## src/rtl/core/i2crt_pkg.sv

```systemverilog
// Shared types and constants for the I2C register transfer master.
package i2crt_pkg;

	localparam int QUEUE_DEPTH = 2;
	localparam int QUEUE_PTR_W = $clog2(QUEUE_DEPTH);
	localparam int QUEUE_CNT_W = $clog2(QUEUE_DEPTH + 1);

	// Bits appended to the device address for a read or a write, and the byte MSB mask
	localparam logic       ADDR_READ_BIT  = 1'b1;
	localparam logic       ADDR_WRITE_BIT = 1'b0;
	localparam logic [7:0] BYTE_MSB       = 8'h80;

	typedef enum logic {
		KIND_CMD  = 1'b0,
		KIND_TICK = 1'b1
	} kind_t;

	typedef enum logic [3:0] {
		PH_IDLE   = 4'd0,
		PH_START1 = 4'd1,
		PH_ADDRW  = 4'd2,
		PH_ACK1   = 4'd3,
		PH_REG    = 4'd4,
		PH_ACK2   = 4'd5,
		PH_START2 = 4'd6,
		PH_ADDRR  = 4'd7,
		PH_ACK3   = 4'd8,
		PH_READ   = 4'd9,
		PH_MACK   = 4'd10,
		PH_WDATA  = 4'd11,
		PH_ACK4   = 4'd12,
		PH_STOP   = 4'd13
	} phase_t;

	typedef struct packed {
		kind_t      kind;
		logic [6:0] dev_addr;
		logic [7:0] reg_addr;
		logic [7:0] length;
		logic       is_read;
		logic [7:0] wr_data;
		logic       sda_in;
	} item_t;

	typedef struct packed {
		logic       scl_level;
		logic       sda_level;
		logic [7:0] read_byte;
		logic       read_valid;
		logic       data_taken;
		logic       done_res;
		logic       status;
		logic       busy_res;
	} result_t;

	// Queue head handshake between front and back
	typedef struct packed {
		logic  valid;
		item_t item;
	} queue_head_t;

endpackage

```

## src/rtl/core/i2crt_if.sv

```systemverilog
// Request and result channel interfaces.
interface i2crt_in_if;
	logic       valid;
	logic       ready;
	logic       op;
	logic [6:0] dev_addr;
	logic [7:0] reg_addr;
	logic [7:0] length;
	logic       is_read;
	logic [7:0] wr_data;
	logic       sda_in;

	modport source (output valid, op, dev_addr, reg_addr, length, is_read, wr_data, sda_in,
		input ready);
	modport sink (input valid, op, dev_addr, reg_addr, length, is_read, wr_data, sda_in,
		output ready);
endinterface

interface i2crt_out_if;
	logic       valid;
	logic       ready;
	logic       scl_level;
	logic       sda_level;
	logic [7:0] read_byte;
	logic       read_valid;
	logic       data_taken;
	logic       done_res;
	logic       status;
	logic       busy_res;

	modport source (output valid, scl_level, sda_level, read_byte, read_valid, data_taken,
		done_res, status, busy_res, input ready);
	modport sink (input valid, scl_level, sda_level, read_byte, read_valid, data_taken,
		done_res, status, busy_res, output ready);
endinterface

```

## src/rtl/core/i2crt_front.sv

```systemverilog
// Front end: accepts requests, classifies them and queues them for the sequencer.
module i2crt_front (
	input  logic                clk,
	input  logic                arst_n,
	i2crt_in_if.sink            in_ch,
	output i2crt_pkg::queue_head_t head,
	input  logic                pop
);

	i2crt_pkg::item_t                       mem_q [i2crt_pkg::QUEUE_DEPTH];
	logic [i2crt_pkg::QUEUE_PTR_W-1:0]      wr_ptr_q;
	logic [i2crt_pkg::QUEUE_PTR_W-1:0]      rd_ptr_q;
	logic [i2crt_pkg::QUEUE_CNT_W-1:0]      count_q;
	logic                                   push;
	i2crt_pkg::item_t                       item_in;

	always_comb begin
		item_in.kind     = in_ch.op ? i2crt_pkg::KIND_TICK : i2crt_pkg::KIND_CMD;
		item_in.dev_addr = in_ch.dev_addr;
		item_in.reg_addr = in_ch.reg_addr;
		item_in.length   = in_ch.length;
		item_in.is_read  = in_ch.is_read;
		item_in.wr_data  = in_ch.wr_data;
		item_in.sda_in   = in_ch.sda_in;
	end

	assign in_ch.ready = (count_q != i2crt_pkg::QUEUE_CNT_W'(i2crt_pkg::QUEUE_DEPTH));
	assign push        = in_ch.valid && in_ch.ready;
	assign head.valid  = (count_q != '0);
	assign head.item   = mem_q[rd_ptr_q];

	always_ff @(posedge clk) begin
		if (push) begin
			mem_q[wr_ptr_q] <= item_in;
		end
	end

	always_ff @(posedge clk or negedge arst_n) begin
		if (!arst_n) begin
			wr_ptr_q <= '0;
			rd_ptr_q <= '0;
			count_q  <= '0;
		end else begin
			if (push) begin
				wr_ptr_q <= (wr_ptr_q == i2crt_pkg::QUEUE_PTR_W'(i2crt_pkg::QUEUE_DEPTH - 1)) ?
					'0 : wr_ptr_q + 1'b1;
			end
			if (pop) begin
				rd_ptr_q <= (rd_ptr_q == i2crt_pkg::QUEUE_PTR_W'(i2crt_pkg::QUEUE_DEPTH - 1)) ?
					'0 : rd_ptr_q + 1'b1;
			end
			if (push && !pop) begin
				count_q <= count_q + 1'b1;
			end else if (pop && !push) begin
				count_q <= count_q - 1'b1;
			end
		end
	end

endmodule

```

## src/rtl/core/i2crt_back.sv

```systemverilog
// Back end: bus sequencer, one pin assignment per tick, and the result register.
module i2crt_back (
	input  logic                   clk,
	input  logic                   arst_n,
	input  i2crt_pkg::queue_head_t head,
	output logic                   pop,
	i2crt_out_if.source            out_ch
);

	i2crt_pkg::phase_t phase_q, phase_d;
	logic [1:0]        sub_q, sub_d;
	logic [2:0]        bit_q, bit_d;
	logic [7:0]        byte_q, byte_d;
	logic [7:0]        shift_q, shift_d;
	logic [6:0]        target_q, target_d;
	logic [7:0]        regidx_q, regidx_d;
	logic [7:0]        len_q, len_d;
	logic              rmode_q, rmode_d;
	logic              scl_q, scl_d;
	logic              sda_q, sda_d;

	logic              out_valid_q;
	i2crt_pkg::result_t res_q, res_d;

	logic              tick;
	logic              sda_smp;
	logic [7:0]        shift_src;
	logic [7:0]        byte_inc;
	logic              more_after;
	logic [8:0]        byte_next_w;

	assign pop         = head.valid && (!out_valid_q || out_ch.ready);
	assign tick        = (head.item.kind == i2crt_pkg::KIND_TICK);
	assign sda_smp     = head.item.sda_in;
	assign byte_inc    = byte_q + 8'd1;
	assign byte_next_w = {1'b0, byte_q} + 9'd1;
	// NACK goes out after the last byte of a read
	assign more_after  = (byte_next_w < {1'b0, len_q});
	assign shift_src   = (phase_q == i2crt_pkg::PH_WDATA && sub_q == 2'd0) ?
		head.item.wr_data : shift_q;

	// Next state
	always_comb begin
		phase_d  = phase_q;
		sub_d    = sub_q;
		bit_d    = bit_q;
		byte_d   = byte_q;
		shift_d  = shift_q;
		target_d = target_q;
		regidx_d = regidx_q;
		len_d    = len_q;
		rmode_d  = rmode_q;
		scl_d    = scl_q;
		sda_d    = sda_q;
		if (pop) begin
			if (!tick) begin
				if (phase_q == i2crt_pkg::PH_IDLE) begin
					target_d = head.item.dev_addr;
					regidx_d = head.item.reg_addr;
					len_d    = head.item.length;
					rmode_d  = head.item.is_read;
					byte_d   = '0;
					phase_d  = i2crt_pkg::PH_START1;
					sub_d    = '0;
					bit_d    = '0;
				end
			end else begin
				unique case (phase_q) inside
					i2crt_pkg::PH_IDLE: begin
					end
					i2crt_pkg::PH_START1, i2crt_pkg::PH_START2: begin
						case (sub_q)
							2'd0: sda_d = 1'b1;
							2'd1: scl_d = 1'b1;
							2'd2: sda_d = 1'b0;
							default: scl_d = 1'b0;
						endcase
						sub_d = sub_q + 2'd1;
						if (sub_q == 2'd3) begin
							sub_d = '0;
							bit_d = '0;
							if (phase_q == i2crt_pkg::PH_START1) begin
								shift_d = {target_q, i2crt_pkg::ADDR_WRITE_BIT};
								phase_d = i2crt_pkg::PH_ADDRW;
							end else begin
								shift_d = {target_q, i2crt_pkg::ADDR_READ_BIT};
								phase_d = i2crt_pkg::PH_ADDRR;
							end
						end
					end
					i2crt_pkg::PH_ADDRW, i2crt_pkg::PH_REG, i2crt_pkg::PH_ADDRR,
					i2crt_pkg::PH_WDATA: begin
						case (sub_q)
							2'd0: begin
								scl_d   = 1'b0;
								shift_d = shift_src;
								sub_d   = 2'd1;
							end
							2'd1: begin
								sda_d   = |(shift_src & i2crt_pkg::BYTE_MSB);
								shift_d = {shift_src[6:0], 1'b0};
								sub_d   = 2'd2;
							end
							2'd2: begin
								scl_d = 1'b1;
								sub_d = 2'd3;
							end
							default: begin
								scl_d = 1'b0;
								if (bit_q == 3'd7) begin
									sub_d = '0;
									bit_d = '0;
									case (phase_q)
										i2crt_pkg::PH_ADDRW: phase_d = i2crt_pkg::PH_ACK1;
										i2crt_pkg::PH_REG:   phase_d = i2crt_pkg::PH_ACK2;
										i2crt_pkg::PH_ADDRR: phase_d = i2crt_pkg::PH_ACK3;
										default:             phase_d = i2crt_pkg::PH_ACK4;
									endcase
								end else begin
									bit_d = bit_q + 3'd1;
									sub_d = 2'd1;
								end
							end
						endcase
					end
					i2crt_pkg::PH_ACK1, i2crt_pkg::PH_ACK2, i2crt_pkg::PH_ACK3,
					i2crt_pkg::PH_ACK4: begin
						case (sub_q)
							2'd0: scl_d = 1'b0;
							2'd1: sda_d = 1'b1;
							2'd2: scl_d = 1'b1;
							default: scl_d = 1'b0;
						endcase
						sub_d = sub_q + 2'd1;
						if (sub_q == 2'd3) begin
							sub_d = '0;
							bit_d = '0;
							case (phase_q)
								i2crt_pkg::PH_ACK1: begin
									if (sda_smp) begin
										phase_d = i2crt_pkg::PH_IDLE;
									end else begin
										shift_d = regidx_q;
										phase_d = i2crt_pkg::PH_REG;
									end
								end
								i2crt_pkg::PH_ACK2: begin
									if (rmode_q) begin
										phase_d = i2crt_pkg::PH_START2;
									end else begin
										phase_d = (byte_q < len_q) ?
											i2crt_pkg::PH_WDATA : i2crt_pkg::PH_STOP;
									end
								end
								i2crt_pkg::PH_ACK3: begin
									phase_d = (byte_q < len_q) ?
										i2crt_pkg::PH_READ : i2crt_pkg::PH_STOP;
								end
								default: begin
									byte_d  = byte_inc;
									phase_d = (byte_inc < len_q) ?
										i2crt_pkg::PH_WDATA : i2crt_pkg::PH_STOP;
								end
							endcase
						end
					end
					i2crt_pkg::PH_READ: begin
						case (sub_q)
							2'd0: begin
								sda_d   = 1'b1;
								shift_d = '0;
								sub_d   = 2'd1;
							end
							2'd1: begin
								scl_d = 1'b0;
								sub_d = 2'd2;
							end
							2'd2: begin
								scl_d = 1'b1;
								sub_d = 2'd3;
							end
							default: begin
								scl_d   = 1'b0;
								shift_d = {shift_q[6:0], sda_smp};
								if (bit_q == 3'd7) begin
									phase_d = i2crt_pkg::PH_MACK;
									sub_d   = '0;
									bit_d   = '0;
								end else begin
									bit_d = bit_q + 3'd1;
									sub_d = 2'd2;
								end
							end
						endcase
					end
					i2crt_pkg::PH_MACK: begin
						case (sub_q)
							2'd0: scl_d = 1'b0;
							2'd1: sda_d = !more_after;
							2'd2: scl_d = 1'b1;
							default: scl_d = 1'b0;
						endcase
						sub_d = sub_q + 2'd1;
						if (sub_q == 2'd3) begin
							byte_d  = byte_inc;
							sub_d   = '0;
							bit_d   = '0;
							phase_d = (byte_inc < len_q) ?
								i2crt_pkg::PH_READ : i2crt_pkg::PH_STOP;
						end
					end
					i2crt_pkg::PH_STOP: begin
						case (sub_q)
							2'd0: scl_d = 1'b0;
							2'd1: sda_d = 1'b0;
							2'd2: scl_d = 1'b1;
							default: sda_d = 1'b1;
						endcase
						sub_d = sub_q + 2'd1;
						if (sub_q == 2'd3) begin
							sub_d   = '0;
							bit_d   = '0;
							phase_d = i2crt_pkg::PH_IDLE;
						end
					end
					default: phase_d = i2crt_pkg::PH_IDLE;
				endcase
			end
		end
	end

	// Result outputs
	always_comb begin
		res_d            = '0;
		res_d.scl_level  = scl_d;
		res_d.sda_level  = sda_d;
		res_d.busy_res   = (phase_d != i2crt_pkg::PH_IDLE);
		if (tick) begin
			if (phase_q == i2crt_pkg::PH_READ && sub_q == 2'd3 && bit_q == 3'd7) begin
				res_d.read_valid = 1'b1;
				res_d.read_byte  = {shift_q[6:0], sda_smp};
			end
			res_d.data_taken = (phase_q == i2crt_pkg::PH_WDATA && sub_q == 2'd0);
			if (sub_q == 2'd3) begin
				if (phase_q == i2crt_pkg::PH_ACK1 && sda_smp) begin
					res_d.done_res = 1'b1;
					res_d.status   = 1'b1;
				end
				if (phase_q == i2crt_pkg::PH_STOP) begin
					res_d.done_res = 1'b1;
				end
			end
		end
	end

	always_ff @(posedge clk or negedge arst_n) begin
		if (!arst_n) begin
			phase_q     <= i2crt_pkg::PH_IDLE;
			sub_q       <= '0;
			bit_q       <= '0;
			byte_q      <= '0;
			shift_q     <= '0;
			target_q    <= '0;
			regidx_q    <= '0;
			len_q       <= '0;
			rmode_q     <= 1'b0;
			scl_q       <= 1'b1;
			sda_q       <= 1'b1;
			out_valid_q <= 1'b0;
		end else begin
			phase_q  <= phase_d;
			sub_q    <= sub_d;
			bit_q    <= bit_d;
			byte_q   <= byte_d;
			shift_q  <= shift_d;
			target_q <= target_d;
			regidx_q <= regidx_d;
			len_q    <= len_d;
			rmode_q  <= rmode_d;
			scl_q    <= scl_d;
			sda_q    <= sda_d;
			if (pop) begin
				out_valid_q <= 1'b1;
			end else if (out_ch.ready) begin
				out_valid_q <= 1'b0;
			end
		end
	end

	always_ff @(posedge clk) begin
		if (pop) begin
			res_q <= res_d;
		end
	end

	assign out_ch.valid      = out_valid_q;
	assign out_ch.scl_level  = res_q.scl_level;
	assign out_ch.sda_level  = res_q.sda_level;
	assign out_ch.read_byte  = res_q.read_byte;
	assign out_ch.read_valid = res_q.read_valid;
	assign out_ch.data_taken = res_q.data_taken;
	assign out_ch.done_res   = res_q.done_res;
	assign out_ch.status     = res_q.status;
	assign out_ch.busy_res   = res_q.busy_res;

endmodule

```

## src/rtl/core/i2c_register_transfer_master_core.sv

```systemverilog
// I2C register transfer master: every request (command or bus tick) gives one result
// holding the line drives after it. One request per clock is taken in sustained flow while
// results are accepted; each request passes through the two-entry request queue and then
// the result register, and the sequencer makes one step for each request it takes.
// The queue and result register let the request side keep going while results wait.
module i2c_register_transfer_master_core (
	input  logic         clk,
	input  logic         arst_n,
	i2crt_in_if.sink     in_ch,
	i2crt_out_if.source  out_ch
);

	i2crt_pkg::queue_head_t head;
	logic                   pop;

	i2crt_front u_front (
		.clk    (clk),
		.arst_n (arst_n),
		.in_ch  (in_ch),
		.head   (head),
		.pop    (pop)
	);

	i2crt_back u_back (
		.clk    (clk),
		.arst_n (arst_n),
		.head   (head),
		.pop    (pop),
		.out_ch (out_ch)
	);

	a_pop_needs_head: assert property (@(posedge clk) disable iff (!arst_n)
		pop |-> head.valid)
		else $error("sequencer took a request from an empty queue");

	a_done_ends_busy: assert property (@(posedge clk) disable iff (!arst_n)
		(out_ch.valid && out_ch.done_res) |-> !out_ch.busy_res)
		else $error("transfer reported done while still busy");

	a_status_with_done: assert property (@(posedge clk) disable iff (!arst_n)
		(out_ch.valid && out_ch.status) |-> out_ch.done_res)
		else $error("error status outside the final result");

	a_read_write_excl: assert property (@(posedge clk) disable iff (!arst_n)
		out_ch.valid |-> !(out_ch.read_valid && out_ch.data_taken))
		else $error("read byte and write byte in the same result");

endmodule

```

## src/flat_wrapper.sv

```systemverilog
// flat-port wrapper written by rule: the top's interface ports become plain ports
module i2c_register_transfer_master_core_flat 
  (clk, arst_n, in_ch_valid, in_ch_op, in_ch_dev_addr, in_ch_reg_addr, in_ch_length, in_ch_is_read, in_ch_wr_data, in_ch_sda_in, in_ch_ready, out_ch_valid, out_ch_scl_level, out_ch_sda_level, out_ch_read_byte, out_ch_read_valid, out_ch_data_taken, out_ch_done_res, out_ch_status, out_ch_busy_res, out_ch_ready);
  i2crt_in_if in_ch_i ();
  i2crt_out_if out_ch_i ();
  input  logic clk;
  input  logic arst_n;
  input wire logic [$bits(in_ch_i.valid)-1:0] in_ch_valid;
  input wire logic [$bits(in_ch_i.op)-1:0] in_ch_op;
  input wire logic [$bits(in_ch_i.dev_addr)-1:0] in_ch_dev_addr;
  input wire logic [$bits(in_ch_i.reg_addr)-1:0] in_ch_reg_addr;
  input wire logic [$bits(in_ch_i.length)-1:0] in_ch_length;
  input wire logic [$bits(in_ch_i.is_read)-1:0] in_ch_is_read;
  input wire logic [$bits(in_ch_i.wr_data)-1:0] in_ch_wr_data;
  input wire logic [$bits(in_ch_i.sda_in)-1:0] in_ch_sda_in;
  output wire logic [$bits(in_ch_i.ready)-1:0] in_ch_ready;
  output wire logic [$bits(out_ch_i.valid)-1:0] out_ch_valid;
  output wire logic [$bits(out_ch_i.scl_level)-1:0] out_ch_scl_level;
  output wire logic [$bits(out_ch_i.sda_level)-1:0] out_ch_sda_level;
  output wire logic [$bits(out_ch_i.read_byte)-1:0] out_ch_read_byte;
  output wire logic [$bits(out_ch_i.read_valid)-1:0] out_ch_read_valid;
  output wire logic [$bits(out_ch_i.data_taken)-1:0] out_ch_data_taken;
  output wire logic [$bits(out_ch_i.done_res)-1:0] out_ch_done_res;
  output wire logic [$bits(out_ch_i.status)-1:0] out_ch_status;
  output wire logic [$bits(out_ch_i.busy_res)-1:0] out_ch_busy_res;
  input wire logic [$bits(out_ch_i.ready)-1:0] out_ch_ready;
  assign in_ch_i.valid = in_ch_valid;
  assign in_ch_i.op = in_ch_op;
  assign in_ch_i.dev_addr = in_ch_dev_addr;
  assign in_ch_i.reg_addr = in_ch_reg_addr;
  assign in_ch_i.length = in_ch_length;
  assign in_ch_i.is_read = in_ch_is_read;
  assign in_ch_i.wr_data = in_ch_wr_data;
  assign in_ch_i.sda_in = in_ch_sda_in;
  assign in_ch_ready = in_ch_i.ready;
  assign out_ch_valid = out_ch_i.valid;
  assign out_ch_scl_level = out_ch_i.scl_level;
  assign out_ch_sda_level = out_ch_i.sda_level;
  assign out_ch_read_byte = out_ch_i.read_byte;
  assign out_ch_read_valid = out_ch_i.read_valid;
  assign out_ch_data_taken = out_ch_i.data_taken;
  assign out_ch_done_res = out_ch_i.done_res;
  assign out_ch_status = out_ch_i.status;
  assign out_ch_busy_res = out_ch_i.busy_res;
  assign out_ch_i.ready = out_ch_ready;
  i2c_register_transfer_master_core u_core (.clk(clk), .arst_n(arst_n), .in_ch(in_ch_i), .out_ch(out_ch_i));
endmodule
```

## config.mk

```make
export PLATFORM = sky130hd
export DESIGN_NAME = i2c_register_transfer_master_core_flat
export DESIGN_NICKNAME = d
export VERILOG_FILES = /design/src/rtl/core/i2crt_pkg.sv /design/src/rtl/core/i2crt_if.sv /design/src/rtl/core/i2crt_front.sv /design/src/rtl/core/i2crt_back.sv /design/src/rtl/core/i2c_register_transfer_master_core.sv /design/src/flat_wrapper.sv
export SDC_FILE = /design/constraint.sdc
export NUM_CORES = 1
export LEC_CHECK = 0
export BUFFER_PORTS_ARGS = -buffer_cell sky130_fd_sc_hd__buf_2
export CAP_MARGIN = 0
export CORE_MARGIN = 2
export CORE_UTILIZATION = 60
export DETAILED_ROUTE_END_ITERATION = 7
export PLACE_DENSITY_LB_ADDON = 0.12
export SLEW_MARGIN = 20
export SYNTH_ARGS = -nofsm -noshare
export SYNTH_HDL_FRONTEND = slang
export SYNTH_SLANG_ARGS = --single-unit
```

## constraint.sdc

```tcl
create_clock -name clk -period 4 [get_ports clk]
set_input_delay 0.6 -clock clk [delete_from_list [all_inputs] [get_ports clk]]
set_output_delay 0.6 -clock clk [all_outputs]
set_load 0.05 [all_outputs]
```

==> results of run 1 <==
[registers in the layout, indices dropped and copies added, names as in the netlist, 2 cells and up]
name,count
u_core.u_front.mem_q,68
u_core.u_front.count_q,2
u_core.u_back.sub_q,2
u_core.u_back.target_q,7
u_core.u_back.len_q,8
u_core.u_back.shift_q,8
u_core.u_back.phase_q,4
u_core.u_back.regidx_q,8
u_core.u_back.out_ch.read_byte,8
u_core.u_back.byte_q,8
u_core.u_back.bit_q,3
[how the worst max path moves through the flow]
stage / depth (start not counted) / endpoint / from / slack, ns
floorplan: 11 / u_core.u_back.out_ch.busy_res / u_core.u_back.byte_q[0] / 0.72
global placement: 11 / u_core.u_back.out_ch.busy_res / u_core.u_back.byte_q[0] / 0.57
detailed placement: 11 / u_core.u_back.out_ch.busy_res / u_core.u_back.byte_q[0] / 0.42
CTS: 11 / u_core.u_back.out_ch.busy_res / u_core.u_back.byte_q[0] / 0.42
global route: 11 / u_core.u_back.out_ch.busy_res / u_core.u_back.byte_q[0] / 0.13
finish: 11 / u_core.u_back.out_ch.busy_res / u_core.u_back.byte_q[0] / 0.35
[layout make-up]
type                            count  area share (%)
Timing Repair Buffer               66            4.57
Clock inverter                     13            2.13
Inverter                           19           0.904
Multi-Input combinational cell    400            35.1
Clock buffer                       19            5.62
Sequential cell                   139            49.4
Tap cell                          143            2.27
[worst max-delay path: cells and delay by family (launching register included)]
kind                     cells  cell delay [ns]
AO/OA/AOI/OAI                4             1.18
XOR/XNOR                     1             0.19
adder cells (fa/ha/maj)      2             0.50
flip-flops                   1             0.43
AND/OR/NAND/NOR              4             1.09
[per-stage QoR]
step	setup slack [ns]	std cells	hold slack (ns)
floorplan	0.716	589	0.304
detailed placement	0.421	767	0.507
global route	0.134	799	0.356
CTS	0.417	799	0.359
finish	0.346	799	0.330
global placement	0.569	767	0.493
[cell usage in the layout, fill, tap and decap left out, types with 12 or more instances in the layout]
cell,instances
edfxtp_1,83
nor2_1,57
buf_2,54
dfrtp_1,53
nand2_1,46
a21oi_1,44
mux2i_1,40
ha_1,23
o21ai_0,22
inv_1,19
clkbuf_16,17
mux2_2,13
buf_4,12
[routing by layer]
layer	vias up	GRT usage, %
met5	-	0
met4	0	10.6
met3	35	5.96
met2	205	42.9
met1	2445	32.1
li1	2325	-
[power breakdown]
group	leakage, nW	internal (mW)	total [mW]	switching [mW]
logic	1.50	1.11	2.87	1.76
clock network	0.282	1.00	1.58	0.584
registers	1.45	2.06	2.49	0.435
[cell families (layout without fill, tap and decap cells)]
kind of cell             after synthesis  after routing  share of synthesized area (%)
AND/OR/NAND/NOR                      172            172                           12.2
buffers and inverters                 50            117                           2.97
adder cells (fa/ha/maj)               23             23                           4.19
AO/OA/AOI/OAI                        139            139                           14.0
XOR/XNOR                              12             12                           1.53
flip-flops                           139            139                           56.8
multiplexers                          54             54                           8.30
==> results.md, run 1 <==
* RSZ-0062 raised after global routing: false
* Chip height at 111 um
* Routed vias at about 5000
* Slowest CP cell: or4_1
* Maxcap violations at 0
* Post-CTS Setup Bufs at 0
* Yosys top cell by area: edfxtp_1
* Share of layout cells above drive strength 1 at 19.7%
* P per Cell Area at just under 900 nW/um^2
* Fin util at a little over two thirds
* Final Cell Area at 7890 um^2
* Period utilisation layout at between 90% and 100%
* Antenna fix cells at 0
* Clock Path Buffers at 2
* Synth top area cells: edfxtp_1 36%, dfrtp_1 20%, mux2i_1 5.8%
* Post-synth EDFFs at 83
* Slew HR at 37.9%
* Worst Skew at roughly 0.0052 ns
* Clk Latency, worst-skew pair at 0.42 ns
* Core ar. at about 11000 um^2
* # port buffers at 54
* Synth top area share at 36.3%
* Slew @ Worst Pin at 0.932 ns
* FILL cells at between 800 and 900
* Yosys cell types at 70
* Cell Area, Synth at 6860 um^2
* Gpl congestion at 0.921
* # IOs at 55
* Final ANT Viol Nets at 0
* CP max stage delay at between 0.5 and 0.6 ns
* Total GRT Usage at between 20% and 30%
* DRC violations left at 0
* DIE AREA at 12300 um^2
* Worst flop-to-flop path startpoint: u_core.u_back.byte_q[0]
* Top FF cell, synth: edfxtp_1
* Initial antenna violation count at 0
* Inserted Clock Buffers at 17
* Most instantiated cells after synthesis: 83 x edfxtp_1, 58 x nor2_1, 54 x dfrtp_1, 46 x nand2_1, 44 x a21oi_1
* Status: finished, final reports clean
* Syn Inst Count at 589
* Total power at approximately 6.9 mW
* VDD IR-drop max at 0.000485 V
* Critical path peak fanout at 7
* Layout area overhead at 15.0%
* Largest net degree at the start of global routing at 49
* Worst path required time at 4.15 ns
* R2R depth at 11
* FF-to-FF End: u_core.u_back.out_ch.busy_res
* Hold Path Class: primary input to async pin
* Post-DP Area at 7280 um^2
* Setup TNS at 0 ns
* Most numerous cell in the Yosys netlist: edfxtp_1
* Fin. Hold Viols at 0
* Min Tclk post-route at 3.65 ns
* Met2 WL at 7620 um
* HPWL Detailed at between 10000 and 15000 um
* Ys async rst share at 40.3%
* Die W at 111 um
* Drt total wl at 14900 um
* Starting Density at between 60% and 70%
* Avg Vias per Cell at 6.27
* Initial DRC Count at 512
* CTS root buffer: clkbuf_16
* Clock slew at reported path FFs at ~0.06 ns
* Vias in the first global route at 4980
* Synth Warn # at 0
* DR top layer: met4
* Multi-input logic area at 2770 um^2
* Final setup fails at 0
* CTS tree: yes
* Num Clock Sinks at 139
* Synth Register Bits at 139
* H-tree level count at 4
* Leakage at 3.23 nW
* Resized Gates After CTS at 0
* Row count at 39
* Hold Buf Count CTS at 0
* Mean post-synth cell area at around 12 um^2
* CP Class: flop to flop
* First-pass iteration count of the detailed router at 6
* GRT overflow at 0
* Arr. time, crit path at 3.81 ns
* Worst reg2reg setup slack at 0.35 ns
* Endpoint class of the critical path: flop
* Reg area at 3900 um^2
* Max-slew violations at 0
* Mapped Nets at 650
* CP Launch Type: flop
* Nets at 704
* Seq/Total Area, Yosys at 56.8%
* Global-route wire length before repair at roughly 25000 um
* Drt wl/cell at between 15 and 20 um
* Wl on met1 at between 5000 and 6000 um
* CP cell instances: ha_1 -> nand3_1 -> nor2_1 -> xor2_1 -> ha_1 -> and2_1 -> a221oi_1 -> o21ai_0 -> a221o_1 -> a221o_1 -> or4_1
* F_max at approximately 270 MHz
* Metal3 WL at 947 um
Power figures use the tool's default switching activity.
==> run 2: changes to the inputs <==
Settings changed: PLACE_DENSITY set to 0.86, PLACE_DENSITY_LB_ADDON 0.12 to not set.
==> results.md, run 2 (synthesis results as in run 1) <==
* Initial DRC Count at 572 (was 512)
* RSZ-0062 raised after global routing: false (unchanged)
* Pre-CTS WS at 0.496 ns (was 0.421 ns)
* Reg area at 3900 um^2 (unchanged)
* Slowest CP cell: or4_1 (unchanged)
* Worst setup slack after layout at 0.455 ns (was 0.346 ns)
* Inserted Clock Buffers at 17 (unchanged)
* Net Sw Power at 2.80 mW (was 2.78 mW)
* Maxcap violations at 0 (unchanged)
* Avg Vias per Cell at 6.26 (was 6.27)
* Setup TNS at 0 ns (unchanged)
* Endpoint class of the critical path: flop (unchanged)
* Period utilisation layout at 88.6% (was 91.3%)
* Multi-input logic area at 2770 um^2 (unchanged)
* Arr. time, crit path at 3.69 ns (was 3.81 ns)
* Seq pwr share at 34.9% (was 35.9%)
* Cells after DPL at 768 (was 767)
* H-tree level count at 4 (unchanged)
* CP Launch Type: flop (unchanged)
* Die W at 111 um (unchanged)
* Max reg flops at 68 (unchanged)
* Drt total wl at 15200 um (was 14900 um)
* Row count at 39 (unchanged)
* GRT overflow at 0 (unchanged)
* Post-DP Area at 7280 um^2 (about the same)
* CP cell instances: ha_1 -> nand3_1 -> nor2_1 -> xor2_1 -> ha_1 -> and2_1 -> a221oi_1 -> o21ai_0 -> a221o_1 -> a221o_1 -> or4_1 (unchanged)
* CTS root buffer: clkbuf_16 (unchanged)
* Share of layout cells above drive strength 1 at 19.5% (was 19.7%)
* Core ar. at 11300 um^2 (unchanged)
* Most frequent cells in the layout: 83 x edfxtp_1, 57 x nor2_1, 54 x buf_2 (unchanged)
* Crit path buffers/inverters at 0 (unchanged)
* CTS tree: yes (unchanged)
* Total GRT Usage at 26.0% (was 25.5%)
* Largest net degree at the start of global routing at 49 (unchanged)
* CP Class: flop to flop (unchanged)
* FILL cells at 757 (was 810)
* Total power at 7.03 mW (was 6.94 mW)
* Clk Latency, worst-skew pair at 0.41 ns (was 0.42 ns)
* Max-slew violations at 0 (unchanged)
* DIE AREA at 12300 um^2 (unchanged)
* VDD IR-drop max at 0.000440 V (was 0.000485 V)
* Net switching fraction of the power at 39.9% (was 40.0%)
* Leakage at 3.25 nW (was 3.23 nW)
* Largest delay contributor family on the critical path: compound AO/OA/AOI/OAI gates (unchanged)
* Antenna fix cells at 0 (unchanged)
* Status: finished, final reports clean (unchanged)
* Hold Buf Count CTS at 0 (unchanged)
* Fin util at 70.1% (was 70.0%)
* Initial antenna violation count at 0 (unchanged)
* Pint at 4.23 mW (was 4.16 mW)
* Drt wl/cell at 19.0 um (was 18.6 um)
* Slew @ Worst Pin at 0.940 ns (was 0.932 ns)
* Global-route wire length before repair at 25200 um (was 24600 um)
* Nets at 705 (was 704)
* Final Cell Area at 7900 um^2 (was 7890 um^2)
* Critical path peak fanout at 7 (unchanged)
* Final setup fails at 0 (unchanged)
* # port buffers at 54 (unchanged)
* Fin. Hold Viols at 0 (unchanged)
* First-pass iteration count of the detailed router at 6 (unchanged)
* Clock power frac at 23.1% (was 22.8%)
* Worst Skew at 0.00773 ns (was 0.00522 ns)
* F_max at 282 MHz (was 274 MHz)
* Gpl congestion at 0.913 (was 0.921)
* Resized Gates After CTS at 0 (unchanged)
* Routed vias at 5001 (was 5010)
* Register bank with the most flops: u_core.u_front.mem_q (unchanged)
* Starting Density at 60.9% (unchanged)
* Clock Path Buffers at 2 (unchanged)
* Comb pwr share at 42.0% (was 41.3%)
* # IOs at 55 (unchanged)
* Hold Path Class: primary input to async pin (unchanged)
* Layout area overhead at 15.1% (was 15.0%)
* Most common library cell in the layout ignoring fill and taps: edfxtp_1 (unchanged)
* Final ANT Viol Nets at 0 (unchanged)
* Fin cells at 799 (unchanged)
* P per Cell Area at 890 nW/um^2 (was 880 nW/um^2)
* Slew HR at 37.3% (was 37.9%)
* Worst path required time at 4.14 ns (was 4.15 ns)
* Min Tclk post-route at 3.55 ns (was 3.65 ns)
* Hold Slack at 0.334 ns (was 0.330 ns)
* CP max stage delay at 0.51 ns (about the same)
* Chip height at 111 um (unchanged)
* Post-CTS Setup Bufs at 0 (unchanged)
* DRC violations left at 0 (unchanged)
* Num Clock Sinks at 139 (unchanged)
* Clock slew at reported path FFs at 0.06 ns (about the same)
* HPWL Detailed at 10300 um (was 10100 um)
* Vias in the first global route at 5144 (was 4980)
run 2: cell types whose count changed in the layout (fill, tap and decap cells not counted):
cell	delta
clkinv_2	+2
bufinv_16	+1
inv_6	-1
clkinvlp_4	-4
buf_4	+1
clkbuf_1	+1
run 2: final timing paths:
kind                                    startpoint                       endpoint  slack [ns]  cells after the start
setup / recovery           u_core.u_back.byte_q[0]  u_core.u_back.out_ch.busy_res        0.45                     11
hold / removal                              arst_n         u_core.u_back.len_q[3]        0.33                      1
setup reg to reg           u_core.u_back.byte_q[0]  u_core.u_back.out_ch.busy_res        0.45                     11
hold reg to reg            u_core.u_front.wr_ptr_q        u_core.u_front.wr_ptr_q        0.52                      1
max in group asynchronous                   arst_n       u_core.u_back.phase_q[2]        2.89                      2
min in group clk                  in_ch_wr_data[5]     u_core.u_front.mem_q[1][6]        0.38                      1
run 2: area by class of cell:
type | instances | area share [%]
tap | 143 | 2.26
inverter | 19 | 0.903
multi-input combinational | 400 | 35.0
timing repair buffer | 67 | 4.66
clock buffer | 20 | 5.65
sequential | 139 | 49.3
clock inverter | 11 | 2.14
run 2: routing by layer:
metal	track usage, %	wire, um
met1	33.3	6240
met2	42.7	7650
met3	5.08	890
met4	12.7	431
met5	0	0
run 2: power groups by stage:
stage               Sequential, mW  Combinational [mW]  Clock [mW]
floorplan                     2.49                2.08           0
global placement              2.43                2.77           0
detailed placement            2.46                2.86           0
CTS                           2.44                2.93        1.64
global route                  2.51                3.22        1.70
finish                        2.45                2.95        1.63
==> run 3: changes to the inputs <==
Settings changed: ABC_AREA set to 1, SYNTH_HIERARCHICAL set to 1.
==> results.md, run 3 <==
* Worst path required time at 4.16 ns (was 4.14 ns)
* Register bank with the most flops: u_core/u_front/mem_q (was u_core.u_front.mem_q)
* GRT overflow at 0 (unchanged)
* Min Tclk post-route at 2.96 ns (was 3.55 ns)
* P per Cell Area at 788 nW/um^2 (was 890 nW/um^2)
* Met2 global-route usage at 44.1% (was 42.7%)
* Synth top area cells: edfxtp_1 35%, dfrtp_1 19%, nand2_1 9.8% (was edfxtp_1 36%, dfrtp_1 20%, mux2i_1 5.8%)
* M3 GR Usage at 5.40% (was 5.08%)
* Yosys top cell by area: edfxtp_1 (unchanged)
* CTS root buffer: clkbuf_16 (unchanged)
* # port buffers at 54 (unchanged)
* Slew HR at 50.6% (was 37.3%)
* Worst Skew at 0.00680 ns (was 0.00773 ns)
* Pint at 3.81 mW (was 4.23 mW)
* F_max at 338 MHz (was 282 MHz)
* Global-route wire length before repair at 25600 um (was 25200 um)
* Net switching fraction of the power at 39.9% (about the same)
* Endpoint class of the critical path: flop (unchanged)
* Most common library cell in the layout ignoring fill and taps: nand2_1 (was edfxtp_1)
* Chip height at 113 um (was 111 um)
* HPWL Detailed at 10600 um (was 10300 um)
* Seq pwr share at 36.6% (was 34.9%)
* Ys async rst share at 40.3% (unchanged)
* Worst flop-to-flop path startpoint: u_core/u_back/byte_q[2] (was u_core.u_back.byte_q[0])
* Top FF cell, synth: edfxtp_1 (unchanged)
* Clock Path Buffers at 2 (unchanged)
* Synth Warn # at 6 (was 0)
* Clock slew at reported path FFs at 0.06 ns (about the same)
* Fin. Hold Viols at 0 (unchanged)
* Drt wl/cell at 16.6 um (was 19.0 um)
* GRT Max-Usage Layer: met2 (unchanged)
* Gpl congestion at 0.936 (was 0.913)
* Met1 track demand over resource at 31.0% (was 33.3%)
* Avg Vias per Cell at 5.67 (was 6.26)
* Cell Area, Synth at 7070 um^2 (was 6860 um^2)
* Post-DP Area at 7460 um^2 (was 7280 um^2)
* Most instantiated cells after synthesis: 185 x nand2_1, 83 x edfxtp_1, 83 x inv_1, 54 x dfrtp_1, 42 x nor2_1 (was 83 x edfxtp_1, 58 x nor2_1, 54 x dfrtp_1, 46 x nand2_1, 44 x a21oi_1)
* Most frequent cells in the layout: 185 x nand2_1, 83 x inv_1, 83 x edfxtp_1 (was 83 x edfxtp_1, 57 x nor2_1, 54 x buf_2)
* CTS tree: yes (unchanged)
* Initial antenna violation count at 0 (unchanged)
* Vias in the first global route at 5406 (was 5144)
* Slew @ Worst Pin at 0.736 ns (was 0.940 ns)
* Drt total wl at 15300 um (was 15200 um)
* Arr. time, crit path at 3.12 ns (was 3.69 ns)
* Total GRT Usage at 25.8% (was 26.0%)
* Synth top area share at 35.3% (was 36.3%)
* Routed vias at 5205 (was 5001)
* R2R depth at 21 (was 11)
* Hold Path Class: primary input to async pin (unchanged)
* Die W at 113 um (was 111 um)
* Syn Inst Count at 695 (was 589)
* Setup TNS at 0 ns (unchanged)
* Core ar. at 11500 um^2 (was 11300 um^2)
* Maxcap violations at 0 (unchanged)
* Status: finished, final reports clean (unchanged)
* Final ANT Viol Nets at 0 (unchanged)
* Hold Buf Count CTS at 0 (unchanged)
* Inserted Clock Buffers at 17 (unchanged)
* Mapped Nets at 756 (was 650)
* # IOs at 55 (unchanged)
* Synth Register Bits at 139 (unchanged)
* FF-to-FF End: u_core/u_back/out_ch.busy_res (was u_core.u_back.out_ch.busy_res)
* Critical path peak fanout at 4 (was 7)
* Seq/Total Area, Yosys at 55.1% (was 56.8%)
* Comb pwr share at 40.0% (was 42.0%)
* Worst reg2reg setup slack at 1.04 ns (was 0.45 ns)
* CP Launch Type: flop (unchanged)
* DIE AREA at 12700 um^2 (was 12300 um^2)
* Num Clock Sinks at 139 (unchanged)
* Post-synth EDFFs at 83 (unchanged)
* Max-slew violations at 0 (unchanged)
* DRC violations left at 0 (unchanged)
* Layout area overhead at 13.6% (was 15.1%)
* Starting Density at 61.6% (was 60.9%)
* RSZ-0062 raised after global routing: false (unchanged)
* Row count at 39 (unchanged)
* First-pass iteration count of the detailed router at 6 (unchanged)
* Clk Latency, worst-skew pair at 0.41 ns (about the same)
* Yosys cell types at 43 (was 70)
* Period utilisation layout at 74.0% (was 88.6%)
* Mean post-synth cell area at 10.2 um^2 (was 11.6 um^2)
* VDD IR-drop max at 0.000581 V (was 0.000440 V)
* Largest net degree at the start of global routing at 39 (was 49)
* Clock power frac at 23.4% (was 23.1%)
* Max reg flops at 68 (unchanged)
* Antenna fix cells at 0 (unchanged)
* Post-CTS Setup Bufs at 0 (unchanged)
* Nets at 823 (was 705)
* CP Class: flop to flop (unchanged)
* Worst Setup SP: u_core/u_back/byte_q[2] (was u_core.u_back.byte_q[0])
* Resized Gates After CTS at 0 (unchanged)
* CP Capture Point: u_core/u_back/out_ch.busy_res (was u_core.u_back.out_ch.busy_res)
* Final Cell Area at 8030 um^2 (was 7900 um^2)
* Initial DRC Count at 501 (was 572)
* Net Sw Power at 2.52 mW (was 2.80 mW)
* H-tree level count at 4 (unchanged)
* Total power at 6.33 mW (was 7.03 mW)
* Most numerous cell in the Yosys netlist: nand2_1 (was edfxtp_1)
* Share of layout cells above drive strength 1 at 21.3% (was 19.5%)
* Final setup fails at 0 (unchanged)
* Leakage at 3.71 nW (was 3.25 nW)
run 3: cell types whose count changed after synthesis, moves of 11 or more:
cell      previous run  this run
o21ai_0             22        40
nand3_1              7        19
nand2b_1            11         0
mux2_4               0        29
clkbuf_1            19         6
nand2_1             46       185
a22oi_1              2        13
nor2_1              58        42
mux2i_1             40         0
inv_1               19        83
a31oi_1             11         0
a21oi_1             44        19
run 3: worst min-delay path by stage:
stage                               from  cells after the start                         to
2_1_floorplan                     arst_n                      0     u_core/u_back/bit_q[0]
3_3_place_gp      u_core/u_back/bit_q[1]                      2     u_core/u_back/bit_q[1]
3_5_place_dp   u_core/u_back/regidx_q[5]                      2  u_core/u_back/regidx_q[5]
4_1_cts                           arst_n                      1    u_core/u_back/byte_q[5]
5_1_grt                           arst_n                      1    u_core/u_back/byte_q[3]
6_report                          arst_n                      1    u_core/u_back/byte_q[5]
run 3: through the flow:
stage | worst slack, ns | hold WS [ns] | cells | utilization [%]
final | 1.04 | 0.137 | 918 | 70.0
after detailed placement | 1.15 | 0.475 | 886 | 65.1
after global routing | 0.729 | 0.163 | 918 | 70.0
after CTS | 1.08 | 0.141 | 918 | 70.0
after floorplan | 1.01 | 0.304 | 695 | -
after global placement | 1.28 | 0.470 | 886 | 65.1
run 3: critical path, cell delays in order (launching register included):
cell and delay [ns]:
dfrtp_1 0.40, inv_1 0.07, nor3_1 0.29, nand3_1 0.16, nor2_1 0.12, nand2_1 0.07
xor2_1 0.19, inv_1 0.08, ha_1 0.34, nand2_1 0.10, inv_1 0.06, nor2_1 0.09
o21a_1 0.13, nand2_1 0.07, nand2_1 0.08, nand3_1 0.07, nand2_1 0.07, nand2_1 0.05
nand2_1 0.05, nand2_1 0.07, nor2_1 0.08, nand2_1 0.06
run 3: cells by family after synthesis:
family	synth area share, %
buffers and inverters	6.51
multiplexers	7.12
adder cells (fa/ha/maj)	4.07
AND/OR/NAND/NOR	17.2
AO/OA/AOI/OAI	9.01
XOR/XNOR	0.991
flip-flops	55.1
run 3: layout make-up:
cell class	instances	area, um^2
flip-flops and latches	139	3900
fillers	776	3440
multi-input cells	451	2720
clock buffers	17	425
inverters	92	345
repair buffers	61	323
well taps	143	179
clock inverters	15	139
run 3: power by group through the flow:
| stage | clock, mW | combinational (mW) | sequential (mW) |
|---|---|---|---|
| floorplan | 0 | 1.79 | 2.46 |
| global placement | 0 | 2.37 | 2.30 |
| detailed placement | 0 | 2.47 | 2.33 |
| CTS | 1.50 | 2.52 | 2.31 |
| global route | 1.56 | 2.81 | 2.36 |
| finish | 1.48 | 2.53 | 2.32 |
run 3: metal layers:
| metal | vias to the layer above | share of wire [%] |
|---|---|---|
| met3 | 48 | 7.0 |
| met4 | 0 | 2.9 |
| met2 | 262 | 51 |
| li1 | 2475 | - |
| met5 | - | 0 |
| met1 | 2420 | 39 |
